==> config.mk <==
export PLATFORM = sky130hd
export DESIGN_NAME = ackermann_odometry_integrator
export DESIGN_NICKNAME = d
export VERILOG_FILES = /design/src/design/ackodo_pkg.sv /design/src/design/ackodo_mul.sv /design/src/design/ackodo_cordic.sv /design/src/design/ackermann_odometry_integrator.sv
export SDC_FILE = /design/constraint.sdc
export NUM_CORES = 2
export LEC_CHECK = 0
export BUFFER_PORTS_ARGS = -buffer_cell sky130_fd_sc_hd__clkbuf_2
export CORE_AREA = 2 2 705 356
export CTS_BUF_LIST = sky130_fd_sc_hd__clkbuf_8
export CTS_CLUSTER_SIZE = 14
export DETAILED_ROUTE_END_ITERATION = 8
export DIE_AREA = 0 0 707 358
export GPL_TIMING_DRIVEN = 0
export PLACE_DENSITY = 0.62
export SLEW_MARGIN = 20
export SYNTH_ARGS = -nofsm -noshare
export SYNTH_HDL_FRONTEND = slang
export SYNTH_SLANG_ARGS = --single-unit
==> constraint.sdc <==
create_clock -name clk -period 11.1 [get_ports clk]
set_clock_uncertainty 0.1 [all_clocks]
set_input_delay 0.555 -clock clk [delete_from_list [all_inputs] [get_ports clk]]
set_output_delay 0.555 -clock clk [all_outputs]
set_load 0.1 [all_outputs]
==> src/design/ackodo_pkg.sv <==
// ----------------------------------------------------------------------------
// ackodo_pkg: shared types and constants for the odometry integrator
// Holds the multiplier operand types, CORDIC request/response structs, the
// sequencer state type and the arctangent table.
// ----------------------------------------------------------------------------
package ackodo_pkg;

    // CORDIC iteration count, capped at the table depth
    localparam int CORDIC_STEPS = 20;
    localparam int CORDIC_ITERS = (CORDIC_STEPS > 32) ? 32 : CORDIC_STEPS;
    localparam logic [4:0] CORDIC_LAST = 5'(CORDIC_ITERS - 1);

    // CORDIC gain 0.6072529350 in Q.30
    localparam logic signed [32:0] CORDIC_GAIN = 33'sd652032874;
    // 1/(2*pi) in Q0.32, that is 2^32 / (2*pi)
    localparam logic [29:0] TURN_PER_RAD = 30'd683565276;

    // register reset values
    localparam logic signed [15:0] SPEED_RESET = 16'sd2048;
    localparam logic signed [23:0] CURV_RESET  = 24'sd40668;

    // configuration register indexes
    localparam int CFG_IDX_W = 4;
    localparam logic [CFG_IDX_W-1:0] REG_SPEED     = 4'd0;
    localparam logic [CFG_IDX_W-1:0] REG_CURVATURE = 4'd1;

    typedef logic signed [32:0] op_t;
    typedef logic signed [65:0] prod_t;

    typedef struct packed {
        logic        start;
        logic [31:0] angle;
    } cordic_req_t;

    typedef struct packed {
        logic done;
        op_t  cos_val;
        op_t  sin_val;
    } cordic_rsp_t;

    typedef enum logic [4:0] {
        ST_IDLE,
        ST_D,
        ST_ALO,
        ST_AHI,
        ST_A,
        ST_KLO,
        ST_KHI,
        ST_T,
        ST_CINIT,
        ST_CORDIC,
        ST_PX,
        ST_PY,
        ST_VX,
        ST_VY,
        ST_W,
        ST_WC
    } state_t;

    // arctangent of 2^-i as a binary angle
    function automatic logic [31:0] atan_lut(input logic [4:0] i);
        logic [31:0] v;
        case (i)
            5'd0:    v = 32'd536870912;
            5'd1:    v = 32'd316933406;
            5'd2:    v = 32'd167458907;
            5'd3:    v = 32'd85004756;
            5'd4:    v = 32'd42667331;
            5'd5:    v = 32'd21354465;
            5'd6:    v = 32'd10679838;
            5'd7:    v = 32'd5340245;
            5'd8:    v = 32'd2670163;
            5'd9:    v = 32'd1335087;
            5'd10:   v = 32'd667544;
            5'd11:   v = 32'd333772;
            5'd12:   v = 32'd166886;
            5'd13:   v = 32'd83443;
            5'd14:   v = 32'd41722;
            5'd15:   v = 32'd20861;
            5'd16:   v = 32'd10430;
            5'd17:   v = 32'd5215;
            5'd18:   v = 32'd2608;
            5'd19:   v = 32'd1304;
            5'd20:   v = 32'd652;
            5'd21:   v = 32'd326;
            5'd22:   v = 32'd163;
            5'd23:   v = 32'd81;
            5'd24:   v = 32'd41;
            5'd25:   v = 32'd20;
            5'd26:   v = 32'd10;
            5'd27:   v = 32'd5;
            5'd28:   v = 32'd3;
            5'd29:   v = 32'd1;
            5'd30:   v = 32'd1;
            default: v = 32'd0;
        endcase
        return v;
    endfunction

endpackage

==> src/design/ackodo_mul.sv <==
// ----------------------------------------------------------------------------
// ackodo_mul: shared signed multiplier
// One 33x33 signed multiply per cycle, product registered.
// ----------------------------------------------------------------------------
module ackodo_mul (
    input  logic            clk,
    input  ackodo_pkg::op_t a,
    input  ackodo_pkg::op_t b,
    output ackodo_pkg::prod_t prod
);

    ackodo_pkg::prod_t prod_reg;

    always_ff @(posedge clk)
    begin
        prod_reg <= ackodo_pkg::prod_t'(a) * ackodo_pkg::prod_t'(b);
    end

    assign prod = prod_reg;

endmodule

==> src/design/ackodo_cordic.sv <==
// ----------------------------------------------------------------------------
// ackodo_cordic: iterative rotation-mode CORDIC
// One shift-add iteration per cycle; returns cos and sin in Q.30.
// ----------------------------------------------------------------------------
module ackodo_cordic (
    input  logic                    clk,
    input  logic                    rst_n,
    input  ackodo_pkg::cordic_req_t req,
    output ackodo_pkg::cordic_rsp_t rsp
);

    logic            busy_reg;
    logic            done_reg;
    logic [4:0]      cnt_reg;
    logic            neg_reg;
    ackodo_pkg::op_t x_reg;
    ackodo_pkg::op_t y_reg;
    ackodo_pkg::op_t z_reg;

    logic            fold;
    logic [31:0]     folded;
    ackodo_pkg::op_t dx;
    ackodo_pkg::op_t dy;
    ackodo_pkg::op_t step_ang;

    // fold the angle into [-1/4, 1/4) turn
    assign fold   = (req.angle[31:30] == 2'b01) || (req.angle[31:30] == 2'b10);
    assign folded = fold ? {~req.angle[31], req.angle[30:0]} : req.angle;

    assign dx       = y_reg >>> cnt_reg;
    assign dy       = x_reg >>> cnt_reg;
    assign step_ang = ackodo_pkg::op_t'({1'b0, ackodo_pkg::atan_lut(cnt_reg)});

    always_ff @(posedge clk or negedge rst_n)
    begin
        if (!rst_n)
        begin
            busy_reg <= 1'b0;
            done_reg <= 1'b0;
            cnt_reg  <= '0;
        end
        else
        begin
            done_reg <= 1'b0;
            if (req.start)
            begin
                busy_reg <= 1'b1;
                cnt_reg  <= '0;
            end
            else if (busy_reg)
            begin
                cnt_reg <= cnt_reg + 5'd1;
                if (cnt_reg == ackodo_pkg::CORDIC_LAST)
                begin
                    busy_reg <= 1'b0;
                    done_reg <= 1'b1;
                end
            end
        end
    end

    always_ff @(posedge clk)
    begin
        if (req.start)
        begin
            neg_reg <= fold;
            x_reg   <= ackodo_pkg::CORDIC_GAIN;
            y_reg   <= '0;
            z_reg   <= ackodo_pkg::op_t'({folded[31], folded});
        end
        else if (busy_reg)
        begin
            if (!z_reg[32])
            begin
                x_reg <= x_reg - dx;
                y_reg <= y_reg + dy;
                z_reg <= z_reg - step_ang;
            end
            else
            begin
                x_reg <= x_reg + dx;
                y_reg <= y_reg - dy;
                z_reg <= z_reg + step_ang;
            end
        end
    end

    assign rsp.done    = done_reg;
    assign rsp.cos_val = neg_reg ? -x_reg : x_reg;
    assign rsp.sin_val = neg_reg ? -y_reg : y_reg;

endmodule

==> src/design/ackermann_odometry_integrator.sv <==
// ----------------------------------------------------------------------------
// ackermann_odometry_integrator: fixed-point bicycle-model dead reckoning
// Integrates one time step per request: distance, heading change, mid-step
// cos/sin by CORDIC, saturating position update and velocity outputs.
// ----------------------------------------------------------------------------
//
// Channel   Direction  Handshake              Payload
// in        sink       in_valid / in_ready    time_step
// out       source     out_valid / out_ready  x_out, y_out, heading_out,
//                                             vel_x, vel_y, turn_rate
// cfg       sink       cfg_valid / cfg_ready  cfg_index, cfg_data
//
// A request runs through the sequencer from acceptance until its result is
// loaded into the output register, the CORDIC step count capped at 32;
// in_ready is high only while the sequencer is idle, so a new request is
// taken only after the previous one has left the sequencer. The pace is
// set by the single shared multiplier (ten products in sequence) and the
// one-iteration-per-cycle CORDIC. Reset restores speed and curvature to their
// defaults and clears the pose. If the previous result is still unclaimed at
// the end, hold the finished result in the sequencer until the output frees.
// cfg_ready is always high; write only while idle.
// ----------------------------------------------------------------------------
module ackermann_odometry_integrator (
    input  logic                               clk,
    input  logic                               rst_n,

    input  logic                               in_valid,
    output logic                               in_ready,
    input  logic [23:0]                        time_step,

    output logic                               out_valid,
    input  logic                               out_ready,
    output logic signed [31:0]                 x_out,
    output logic signed [31:0]                 y_out,
    output logic [31:0]                        heading_out,
    output logic signed [15:0]                 vel_x,
    output logic signed [15:0]                 vel_y,
    output logic signed [23:0]                 turn_rate,

    input  logic                               cfg_valid,
    output logic                               cfg_ready,
    input  logic [ackodo_pkg::CFG_IDX_W-1:0]   cfg_index,
    input  logic [23:0]                        cfg_data
);

    // ------------------------------------------------------------------
    // saturation helpers
    // ------------------------------------------------------------------
    function automatic logic signed [31:0] sat32(input logic [32:0] v);
        logic signed [31:0] r;
        if (v[32] != v[31])
            r = v[32] ? 32'sh80000000 : 32'sh7fffffff;
        else
            r = v[31:0];
        return r;
    endfunction

    function automatic logic signed [15:0] sat16(input logic [18:0] v);
        logic signed [15:0] r;
        if ((v[18:15] != 4'b0000) && (v[18:15] != 4'b1111))
            r = v[18] ? 16'sh8000 : 16'sh7fff;
        else
            r = v[15:0];
        return r;
    endfunction

    function automatic logic signed [23:0] sat24(input logic [27:0] v);
        logic signed [23:0] r;
        if ((v[27:23] != 5'b00000) && (v[27:23] != 5'b11111))
            r = v[27] ? 24'sh800000 : 24'sh7fffff;
        else
            r = v[23:0];
        return r;
    endfunction

    // ------------------------------------------------------------------
    // state
    // ------------------------------------------------------------------
    ackodo_pkg::state_t state_reg;
    ackodo_pkg::state_t state_next;

    // configuration and pose
    logic signed [15:0] speed_reg;
    logic signed [23:0] curv_reg;
    logic signed [31:0] pos_x_reg;
    logic signed [31:0] pos_y_reg;
    logic [31:0]        heading_reg;

    // per-request working registers
    logic [23:0]        dt_reg;
    logic [39:0]        d_reg;      // speed*dt, Q.32 m
    logic [47:0]        alo_reg;    // low partial of d*curvature
    logic [63:0]        a_reg;      // d*curvature, Q.48 rad
    logic [31:0]        klo_reg;    // high word of a_low*TURN_PER_RAD
    logic [31:0]        dth_reg;
    logic [31:0]        half_reg;
    ackodo_pkg::op_t    c_reg;
    ackodo_pkg::op_t    s_reg;
    logic signed [15:0] vx_reg;
    logic signed [15:0] vy_reg;

    // output register
    logic               out_valid_reg;
    logic signed [31:0] x_out_reg;
    logic signed [31:0] y_out_reg;
    logic [31:0]        heading_out_reg;
    logic signed [15:0] vel_x_reg;
    logic signed [15:0] vel_y_reg;
    logic signed [23:0] turn_rate_reg;

    // shared units
    ackodo_pkg::op_t         mul_a;
    ackodo_pkg::op_t         mul_b;
    ackodo_pkg::prod_t       prod;
    ackodo_pkg::cordic_req_t cordic_req;
    ackodo_pkg::cordic_rsp_t cordic_rsp;

    logic        out_free;
    logic [48:0] t_low;
    logic [63:0] a_sum;
    logic [32:0] pos_sum;
    logic [31:0] dq;

    ackodo_mul u_mul (
        .clk  (clk),
        .a    (mul_a),
        .b    (mul_b),
        .prod (prod)
    );

    ackodo_cordic u_cordic (
        .clk   (clk),
        .rst_n (rst_n),
        .req   (cordic_req),
        .rsp   (cordic_rsp)
    );

    assign out_free = !out_valid_reg || out_ready;
    assign dq       = d_reg[39:8];

    // d*curvature from its two partial products
    assign a_sum = {prod[39:0], 24'b0} + {{16{alo_reg[47]}}, alo_reg};

    // low bits of a*TURN_PER_RAD / 2^32; only bits 16..48 are needed
    assign t_low = prod[48:0] + {17'b0, klo_reg};

    // position update shared by the x and y steps
    assign pos_sum = (state_reg == ackodo_pkg::ST_PY)
        ? {pos_x_reg[31], pos_x_reg} + {{5{prod[65]}}, prod[65:38]}
        : {pos_y_reg[31], pos_y_reg} + {{5{prod[65]}}, prod[65:38]};

    // ------------------------------------------------------------------
    // next state
    // ------------------------------------------------------------------
    always_comb
    begin
        state_next = state_reg;
        case (state_reg)
            ackodo_pkg::ST_IDLE:
            begin
                if (in_valid)
                    state_next = ackodo_pkg::ST_D;
            end
            ackodo_pkg::ST_D:      state_next = ackodo_pkg::ST_ALO;
            ackodo_pkg::ST_ALO:    state_next = ackodo_pkg::ST_AHI;
            ackodo_pkg::ST_AHI:    state_next = ackodo_pkg::ST_A;
            ackodo_pkg::ST_A:      state_next = ackodo_pkg::ST_KLO;
            ackodo_pkg::ST_KLO:    state_next = ackodo_pkg::ST_KHI;
            ackodo_pkg::ST_KHI:    state_next = ackodo_pkg::ST_T;
            ackodo_pkg::ST_T:      state_next = ackodo_pkg::ST_CINIT;
            ackodo_pkg::ST_CINIT:  state_next = ackodo_pkg::ST_CORDIC;
            ackodo_pkg::ST_CORDIC:
            begin
                if (cordic_rsp.done)
                    state_next = ackodo_pkg::ST_PX;
            end
            ackodo_pkg::ST_PX:     state_next = ackodo_pkg::ST_PY;
            ackodo_pkg::ST_PY:     state_next = ackodo_pkg::ST_VX;
            ackodo_pkg::ST_VX:     state_next = ackodo_pkg::ST_VY;
            ackodo_pkg::ST_VY:     state_next = ackodo_pkg::ST_W;
            ackodo_pkg::ST_W:      state_next = ackodo_pkg::ST_WC;
            ackodo_pkg::ST_WC:
            begin
                if (out_free)
                    state_next = ackodo_pkg::ST_IDLE;
            end
            default:               state_next = ackodo_pkg::ST_IDLE;
        endcase
    end

    // ------------------------------------------------------------------
    // sequencer outputs: multiplier operands, CORDIC start, ready
    // ------------------------------------------------------------------
    always_comb
    begin
        in_ready         = 1'b0;
        mul_a            = '0;
        mul_b            = '0;
        cordic_req.start = 1'b0;
        cordic_req.angle = heading_reg + half_reg;
        case (state_reg)
            ackodo_pkg::ST_IDLE:
            begin
                in_ready = 1'b1;
            end
            ackodo_pkg::ST_D:
            begin
                mul_a = {{17{speed_reg[15]}}, speed_reg};
                mul_b = {9'b0, dt_reg};
            end
            ackodo_pkg::ST_ALO:
            begin
                mul_a = {9'b0, prod[23:0]};
                mul_b = {{9{curv_reg[23]}}, curv_reg};
            end
            ackodo_pkg::ST_AHI:
            begin
                mul_a = {{17{d_reg[39]}}, d_reg[39:24]};
                mul_b = {{9{curv_reg[23]}}, curv_reg};
            end
            ackodo_pkg::ST_KLO:
            begin
                mul_a = {1'b0, a_reg[31:0]};
                mul_b = {3'b0, ackodo_pkg::TURN_PER_RAD};
            end
            ackodo_pkg::ST_KHI:
            begin
                mul_a = {a_reg[63], a_reg[63:32]};
                mul_b = {3'b0, ackodo_pkg::TURN_PER_RAD};
            end
            ackodo_pkg::ST_CINIT:
            begin
                cordic_req.start = 1'b1;
            end
            ackodo_pkg::ST_PX:
            begin
                mul_a = {dq[31], dq};
                mul_b = c_reg;
            end
            ackodo_pkg::ST_PY:
            begin
                mul_a = {dq[31], dq};
                mul_b = s_reg;
            end
            ackodo_pkg::ST_VX:
            begin
                mul_a = {{17{speed_reg[15]}}, speed_reg};
                mul_b = c_reg;
            end
            ackodo_pkg::ST_VY:
            begin
                mul_a = {{17{speed_reg[15]}}, speed_reg};
                mul_b = s_reg;
            end
            // keep the turn-rate product steady while the result waits
            ackodo_pkg::ST_W, ackodo_pkg::ST_WC:
            begin
                mul_a = {{17{speed_reg[15]}}, speed_reg};
                mul_b = {{9{curv_reg[23]}}, curv_reg};
            end
            default:
            begin
                mul_a = '0;
            end
        endcase
    end

    // ------------------------------------------------------------------
    // control, configuration, pose and output valid
    // ------------------------------------------------------------------
    assign cfg_ready = 1'b1;

    always_ff @(posedge clk or negedge rst_n)
    begin
        if (!rst_n)
        begin
            state_reg     <= ackodo_pkg::ST_IDLE;
            speed_reg     <= ackodo_pkg::SPEED_RESET;
            curv_reg      <= ackodo_pkg::CURV_RESET;
            pos_x_reg     <= '0;
            pos_y_reg     <= '0;
            heading_reg   <= '0;
            out_valid_reg <= 1'b0;
        end
        else
        begin
            state_reg <= state_next;

            // register writes; drop unknown indexes
            if (cfg_valid)
            begin
                case (cfg_index)
                    ackodo_pkg::REG_SPEED:     speed_reg <= cfg_data[15:0];
                    ackodo_pkg::REG_CURVATURE: curv_reg  <= cfg_data;
                    default:                   curv_reg  <= curv_reg;
                endcase
            end

            // advance the pose once per request
            if (state_reg == ackodo_pkg::ST_PX)
                heading_reg <= heading_reg + dth_reg;
            if (state_reg == ackodo_pkg::ST_PY)
                pos_x_reg <= sat32(pos_sum);
            if (state_reg == ackodo_pkg::ST_VX)
                pos_y_reg <= sat32(pos_sum);

            if ((state_reg == ackodo_pkg::ST_WC) && out_free)
                out_valid_reg <= 1'b1;
            else if (out_ready)
                out_valid_reg <= 1'b0;
        end
    end

    // ------------------------------------------------------------------
    // working registers and output payload
    // ------------------------------------------------------------------
    always_ff @(posedge clk)
    begin
        case (state_reg)
            ackodo_pkg::ST_IDLE:
            begin
                if (in_valid)
                    dt_reg <= time_step;
            end
            ackodo_pkg::ST_ALO:
            begin
                d_reg <= prod[39:0];
            end
            ackodo_pkg::ST_AHI:
            begin
                alo_reg <= prod[47:0];
            end
            ackodo_pkg::ST_A:
            begin
                a_reg <= a_sum;
            end
            ackodo_pkg::ST_KHI:
            begin
                klo_reg <= prod[63:32];
            end
            ackodo_pkg::ST_T:
            begin
                dth_reg  <= t_low[47:16];
                half_reg <= t_low[48:17];
            end
            ackodo_pkg::ST_CORDIC:
            begin
                if (cordic_rsp.done)
                begin
                    c_reg <= cordic_rsp.cos_val;
                    s_reg <= cordic_rsp.sin_val;
                end
            end
            ackodo_pkg::ST_VY:
            begin
                vx_reg <= sat16(prod[48:30]);
            end
            ackodo_pkg::ST_W:
            begin
                vy_reg <= sat16(prod[48:30]);
            end
            ackodo_pkg::ST_WC:
            begin
                if (out_free)
                begin
                    x_out_reg       <= pos_x_reg;
                    y_out_reg       <= pos_y_reg;
                    heading_out_reg <= heading_reg;
                    vel_x_reg       <= vx_reg;
                    vel_y_reg       <= vy_reg;
                    turn_rate_reg   <= sat24(prod[39:12]);
                end
            end
            default:
            begin
                dt_reg <= dt_reg;
            end
        endcase
    end

    assign out_valid   = out_valid_reg;
    assign x_out       = x_out_reg;
    assign y_out       = y_out_reg;
    assign heading_out = heading_out_reg;
    assign vel_x       = vel_x_reg;
    assign vel_y       = vel_y_reg;
    assign turn_rate   = turn_rate_reg;

endmodule

**Word level (Yosys, flattened, before mapping)**

Memories as Yosys holds them, arrays and structs flattened.
Index checks and enable logic that the tools add are counted.

- Memories: 1
- RAM bits: 0
- Bits in read-only memories: 960
- Output and inout port bits: 155
- Bits of input ports: 57
- Bits in latches: 0
- Logic and storage cells: 134
- Register bits after elaboration: 837

- Multiply operators: 1
- Muxes and demuxes: 33
- Bitwise logic cells: 1
- Eq/ne operators: 25
- Shift-type cells: 2
- Divide/modulo/power cells: 0
- Add/sub/neg operators: 15
- Order comparisons: 0
- Reductions and logical operators: 24

Memory list:

| name | depth | bits a word | rd ports | clocked after memory_dff | wr ports | RTL line | RTL |
|---|---|---|---|---|---|---|---|
| (no name shown) | 32 | 30 | 1 | 0 | 0 | ackodo_pkg.sv:63 | `case (i)` |

Operator list:

| cell | number |
|---|---|
| 33-bit 2-to-1 mux | 8 |
| 33-bit one-hot mux with 6 select lines | 1 |
| 33-bit one-hot mux with 5 select lines | 1 |
| 33-bit adder | 3 |
| 33-bit subtractor | 3 |
| 32-bit 2-to-1 mux | 3 |
| 5-bit one-hot mux with 16 select lines | 1 |
| 32-bit by 28-bit adder with 33-bit output | 2 |
| 33-bit by 33-bit multiplier with 66-bit output | 1 |
| 33-bit negator | 2 |
| 33-bit by 5-bit >>> shifter with 33-bit output | 2 |
| 32-bit adder | 2 |
| 64-bit adder | 1 |
| 49-bit by 32-bit adder with 49-bit output | 1 |
| 24-bit 2-to-1 mux | 2 |
| 5-bit by 4-bit == test with 1-bit output (second input constant) | 8 |
| 16-bit 2-to-1 mux | 2 |
| 5-bit 2-to-1 mux | 5 |
| 5-bit by 3-bit == test with 1-bit output (second input constant) | 4 |
| 5-bit by 2-bit == test with 1-bit output (second input constant) | 2 |
| 1-bit 2-to-1 mux | 10 |
| 2-bit AND reduction | 5 |
| 2-bit OR reduction | 4 |
| 5-bit by 1-bit adder with 5-bit output (second input constant) | 1 |
| other kinds (22) | 27 |

**Depth between registers and ports, before layout**

- Word-level depth: 5
- Depth in mapped cells: 39
- Mapped depth without buffers: 34

**Cells and area by module**

A second synthesis with hierarchy kept.

- Cells, all modules: 8794
- Area, all modules: 87442.6 sq um

By module, submodules not included:

| module | area an instance (sq um) | sequential area each (sq um) | times used | cells an instance |
|---|---|---|---|---|
| ackodo_mul | 40117.2 | 1321.3 | 1 | 4241 |
| ackermann_odometry_integrator | 30020.0 | 18046.1 | 1 | 2370 |
| ackodo_cordic | 17305.3 | 2517.4 | 1 | 2183 |

**Least setup slack after synthesis**

Ideal clock, no wire load.

- Kind: register to register
- Start point: register state_reg[2]
- End point: register u_mul.prod_reg[65], in the netlist u_mul.prod[65]
- Required time: 10.879 ns
- Clock period less this slack: 10.496 ns
- Path slack: 0.604 ns
- Library setup time: 0.121 ns
- Path buffers: 3
- Cell stages (with the launch flop): 33
- Data arrival time: 10.275 ns
- Path through: dfrtp_1 > clkbuf_1 > nor3_1 > clkbuf_1 > nand2_1 > nand3_1 > clkbuf_1 > nand2_1 > fa_1 > inv_1 > fa_1 > inv_1 > fa_1 > inv_1 > fa_1 > fa_1 > fa_1 > fa_1 > inv_1 > fa_1 > inv_1 > ha_1 > a21o_1 > a21o_1 > a21o_1 > a31o_2 > a21oi_1 > a21bo_2 > a221oi_1 > o2111ai_1 > a2111oi_0 > o21ai_0 > xnor2_1

- Longest elaborated chain between the ends: 4
- Elaborated cells on any way between the ends: 20
- Those cells by class: mul: 1; eq/ne: 11; mux: 2; reduce/logical: 6

Ends and longest elaborated chain:

| item | RTL line | RTL |
|---|---|---|
| start, declared | ackermann_odometry_integrator.sv:79 | `ackodo_pkg::state_t state_reg;` |
| start signal, assigned | ackermann_odometry_integrator.sv:277 | `state_reg <= ackodo_pkg::ST_IDLE;` |
| start signal, assigned | ackermann_odometry_integrator.sv:287 | `state_reg <= state_next;` |
| 5-bit by 4-bit == test with 1-bit output, or another cell as far along | ackermann_odometry_integrator.sv:201 | `case (state_reg)` |
| 5-bit OR reduction (no source line), or another cell as far along | -- |  |
| 33-bit one-hot mux with 6 select lines or 33-bit one-hot mux with 5 select lines (tied branches) | ackermann_odometry_integrator.sv:201 |  |
| 33-bit by 33-bit multiplier with 66-bit output * | ackodo_mul.sv:16 | `prod_reg <= ackodo_pkg::prod_t'(a) * ackodo_pkg::prod_t'(b);` |
| end signal, assigned | ackodo_mul.sv:16 |  |
| end, declared | ackodo_mul.sv:12 | `ackodo_pkg::prod_t prod_reg;` |

Every way passes the cells marked *; elsewhere a longest branch is shown, timed or not.
A chain may end at the register's enable or synchronous reset.

**Final worst setup path**

Same ends and word-level chain as after synthesis.

==> impl_metrics.py <==
metrics = {
    "final_layout": {
        "largest_register_ffs": 66,
        "synthToLayoutAreaGrowth_pct": 12.4,
        "final_cell_mix": "1299 x inv_1, 1149 x fa_1, 952 x nand2_1",
        "final_common_cell": "inv_1",
        "nets": 11100,
        "utilization_pct": 39.3,
        "final_layout_size_suffix_gt1_share_pct": 11.4,
        "n_fill_cell": 24400,
    },
    "placement": {
        "gp_congestion": 1.07,
        "dp_hpwl_mm": 283,
        "portBuffers": 210,
    },
    "die": {
        "ios": 212,
        "start_util_pct": 34.9,
        "die_w_um": 707,
        "placementRows": 129,
        "core_region_area_sq_um": 246000,
        "dieArea_sq_um": 253000,
        "fp.dieH_um": 358,
    },
    "synth": {
        "synth_top_area_share_pct": 26.8,
        "ys_seq_elements": 797,
        "syn_inst": 8892,
        "seq_area_frac_synth_pct": 25.4,
        "syn_area_sq_um": 86100,
        "synth_area_leaders": "fa_1 27%, edfxtp_1 18%, ha_1 7.1%",
        "synth_edf_count": 517,
        "synth_area_leader_cell": "fa_1",
        "synth.avg_cell_area_sq_um": 9.68,
        "async_reset_ff_share_pct": 18.6,
        "yosys_warnings": 0,
        "ys.flop_type": "edfxtp_1",
        "syn_nets": 10600,
        "yosysUniqueCellTypes": 100,
    },
    "route": {
        "ant_nets": 0,
        "wire_per_inst_um": 27.8,
        "viasPerCell": 5.61,
        "drt-initial-drc-count": 8388,
        "drc": 0,
        "dr.pass1.iters": 9,
        "routed_wl_mm": 355,
        "vias": 71800,
    },
    "outcome": {
        "status": "finished, final reports clean",
    },
    "grt": {
        "grt_pass1_wl_mm": 507,
        "antenna_found_initial": 29,
        "grt_max_degree": 79,
        "grt_pass1_vias": 71400,
        "grt.total_usage_pct": 27.9,
        "overflow": 0,
    },
    "clocking": {
        "tritoncts": "done",
        "htreeDepth": 4,
        "cts.sinks": 797,
        "clock_latency_ns": 0.92,
        "cts_root_buf": "clkbuf_8",
        "cts_buffers": 140,
        "path_clk_slew_ns": 0.07,
        "cts.path.max_buffers": 3,
    },
    "setup_path": {
        "slowest_stage": "fa_1",
        "arrival_ns": 11.58,
        "crit_start": "state_reg[2]",
        "critical_path_class": "flop to flop",
        "crit_required_ns": 11.78,
        "regToRegStartpoint": "state_reg[2]",
        "path_buf_inv": 9,
        "cp_slowest_stage_delay_ns": 0.60,
        "crit_path_start_kind": "flop",
        "worstPathMaxFanout": 10,
        "cp_top_family": "adder cells",
        "endpoint_kind": "flop",
        "crit_top_cell": "fa_1",
        "rrSetupSlack_ns": 0.19,
    },
    "worst_hold_path": {
        "min_from": "cfg_index[0]",
        "worstHoldPathType": "primary input to flop",
    },
    "timing": {
        "max_slew_margin_pct": 12.4,
        "setup_tns_ns": 0,
        "rsz0062_at_grt": "no",
        "hold_viol": 0,
        "fin_crit_ns": 10.91,
        "tightest_slew_ns": 1.31,
        "slew_violations": 0,
        "fmax_ghz": 0.0917,
        "fin_crit_sh_pct": 98.3,
        "setup-violations-final": 0,
    },
    "flow_run": {
        "drv_cap": 0,
    },
}
[through the flow]
stage                     worst slack [ns]  cell area [sq um]  std cells  hold WS [ns]
after global routing                0.0344              96700      12800         0.112
after floorplan                      0.604              86100       8892         0.159
final                                0.191              96800      12800         0.148
after global placement               -4.49              91200      12400         0.300
after detailed placement             -2.85              92000      12400         0.305
after CTS                          -0.0346              96100      12700        0.0792
[worst reg2reg max path, delay by kind of cell, from the launching register on]
family	cells	cell delay [ns]
compound gates	13	3.31
xor+xnor	1	0.24
fa+ha+maj	9	4.56
buf+inv	9	1.64
flops	1	0.47
simple gates	2	0.43
[synthesized netlist by cell type, types with 36 or more instances]
| cell type | n |
|---|---|
| inv_1 | 1259 |
| fa_1 | 1152 |
| nand2_1 | 960 |
| nor2_1 | 908 |
| edfxtp_1 | 517 |
| ha_1 | 488 |
| a21oi_1 | 385 |
| clkbuf_1 | 371 |
| o21ai_0 | 311 |
| xnor2_1 | 292 |
| a21o_1 | 194 |
| xor2_1 | 146 |
| dfrtp_1 | 137 |
| dfxtp_1 | 132 |
| nand3_1 | 120 |
| mux2i_1 | 100 |
| mux2_2 | 97 |
| nor3_1 | 92 |
| nand2b_1 | 75 |
| mux4_2 | 70 |
| and3_1 | 63 |
| a31oi_1 | 58 |
| a22oi_1 | 57 |
| o21a_1 | 55 |
| o21bai_1 | 53 |
| buf_1 | 51 |
| and2_1 | 48 |
| nand4_1 | 47 |
| nor2b_1 | 42 |
| a221oi_1 | 36 |
| o211ai_1 | 36 |
[final cells by class]
type / instances / area (sq um) / area share, %
multi-input cells: 6363 / 58300 / 60.2
flip-flops and latches: 797 / 21900 / 22.6
inverters: 1265 / 4750 / 4.91
well taps: 3275 / 4100 / 4.23
repair buffers: 357 / 2620 / 2.71
plain buffers: 448 / 2220 / 2.29
clock buffers: 158 / 2170 / 2.25
clock inverters: 102 / 702 / 0.725
diodes: 18 / 45.0 / 0.0466
[per-layer routing]
metal	share of wire, %	vias to the layer above	GRT usage [%]
met4	7.0	20	16.8
met2	43	4147	41.6
met5	0.059	-	0
met3	11	973	7.69
met1	39	36200	36.2
li1	-	30500	-
[logic make-up (layout without fill, tap and decap cells)]
logic type | Yosys count | in the layout | synth area share, %
other | 1 | 19 | 0.00436
xor gates and xnor gates | 438 | 438 | 4.46
AOI/OAI and AO/OA | 1502 | 1502 | 11.5
and+or+nand+nor | 2509 | 2509 | 12.7
DFF | 797 | 797 | 25.4
adders and majority gates | 1641 | 1641 | 33.9
buffers and inverters | 1732 | 2330 | 7.66
muxes | 272 | 272 | 4.33
[path summary, 6_finish.rpt]
check                                       end  depth (start not counted)
worst min-delay path              speed_reg[15]                          4
min in group asynchronous          curv_reg[19]                          2
worst min register to register         a_reg[5]                          0
max in group asynchronous       heading_reg[28]                          3
worst max-delay path             u_mul.prod[65]                         34
worst max register to register   u_mul.prod[65]                         34
[repair_timing]
item	CTS	global route
endpoints found under the setup margin	43	20
hold buffers	53	0
gates resized for setup	237	227
endpoints found under the hold margin	139	0
pin swaps	11	22
setup buffers	13	37
Power is not shown: default switching activity piles up to over one toggle a cycle in this logic, so the estimate is an artifact.
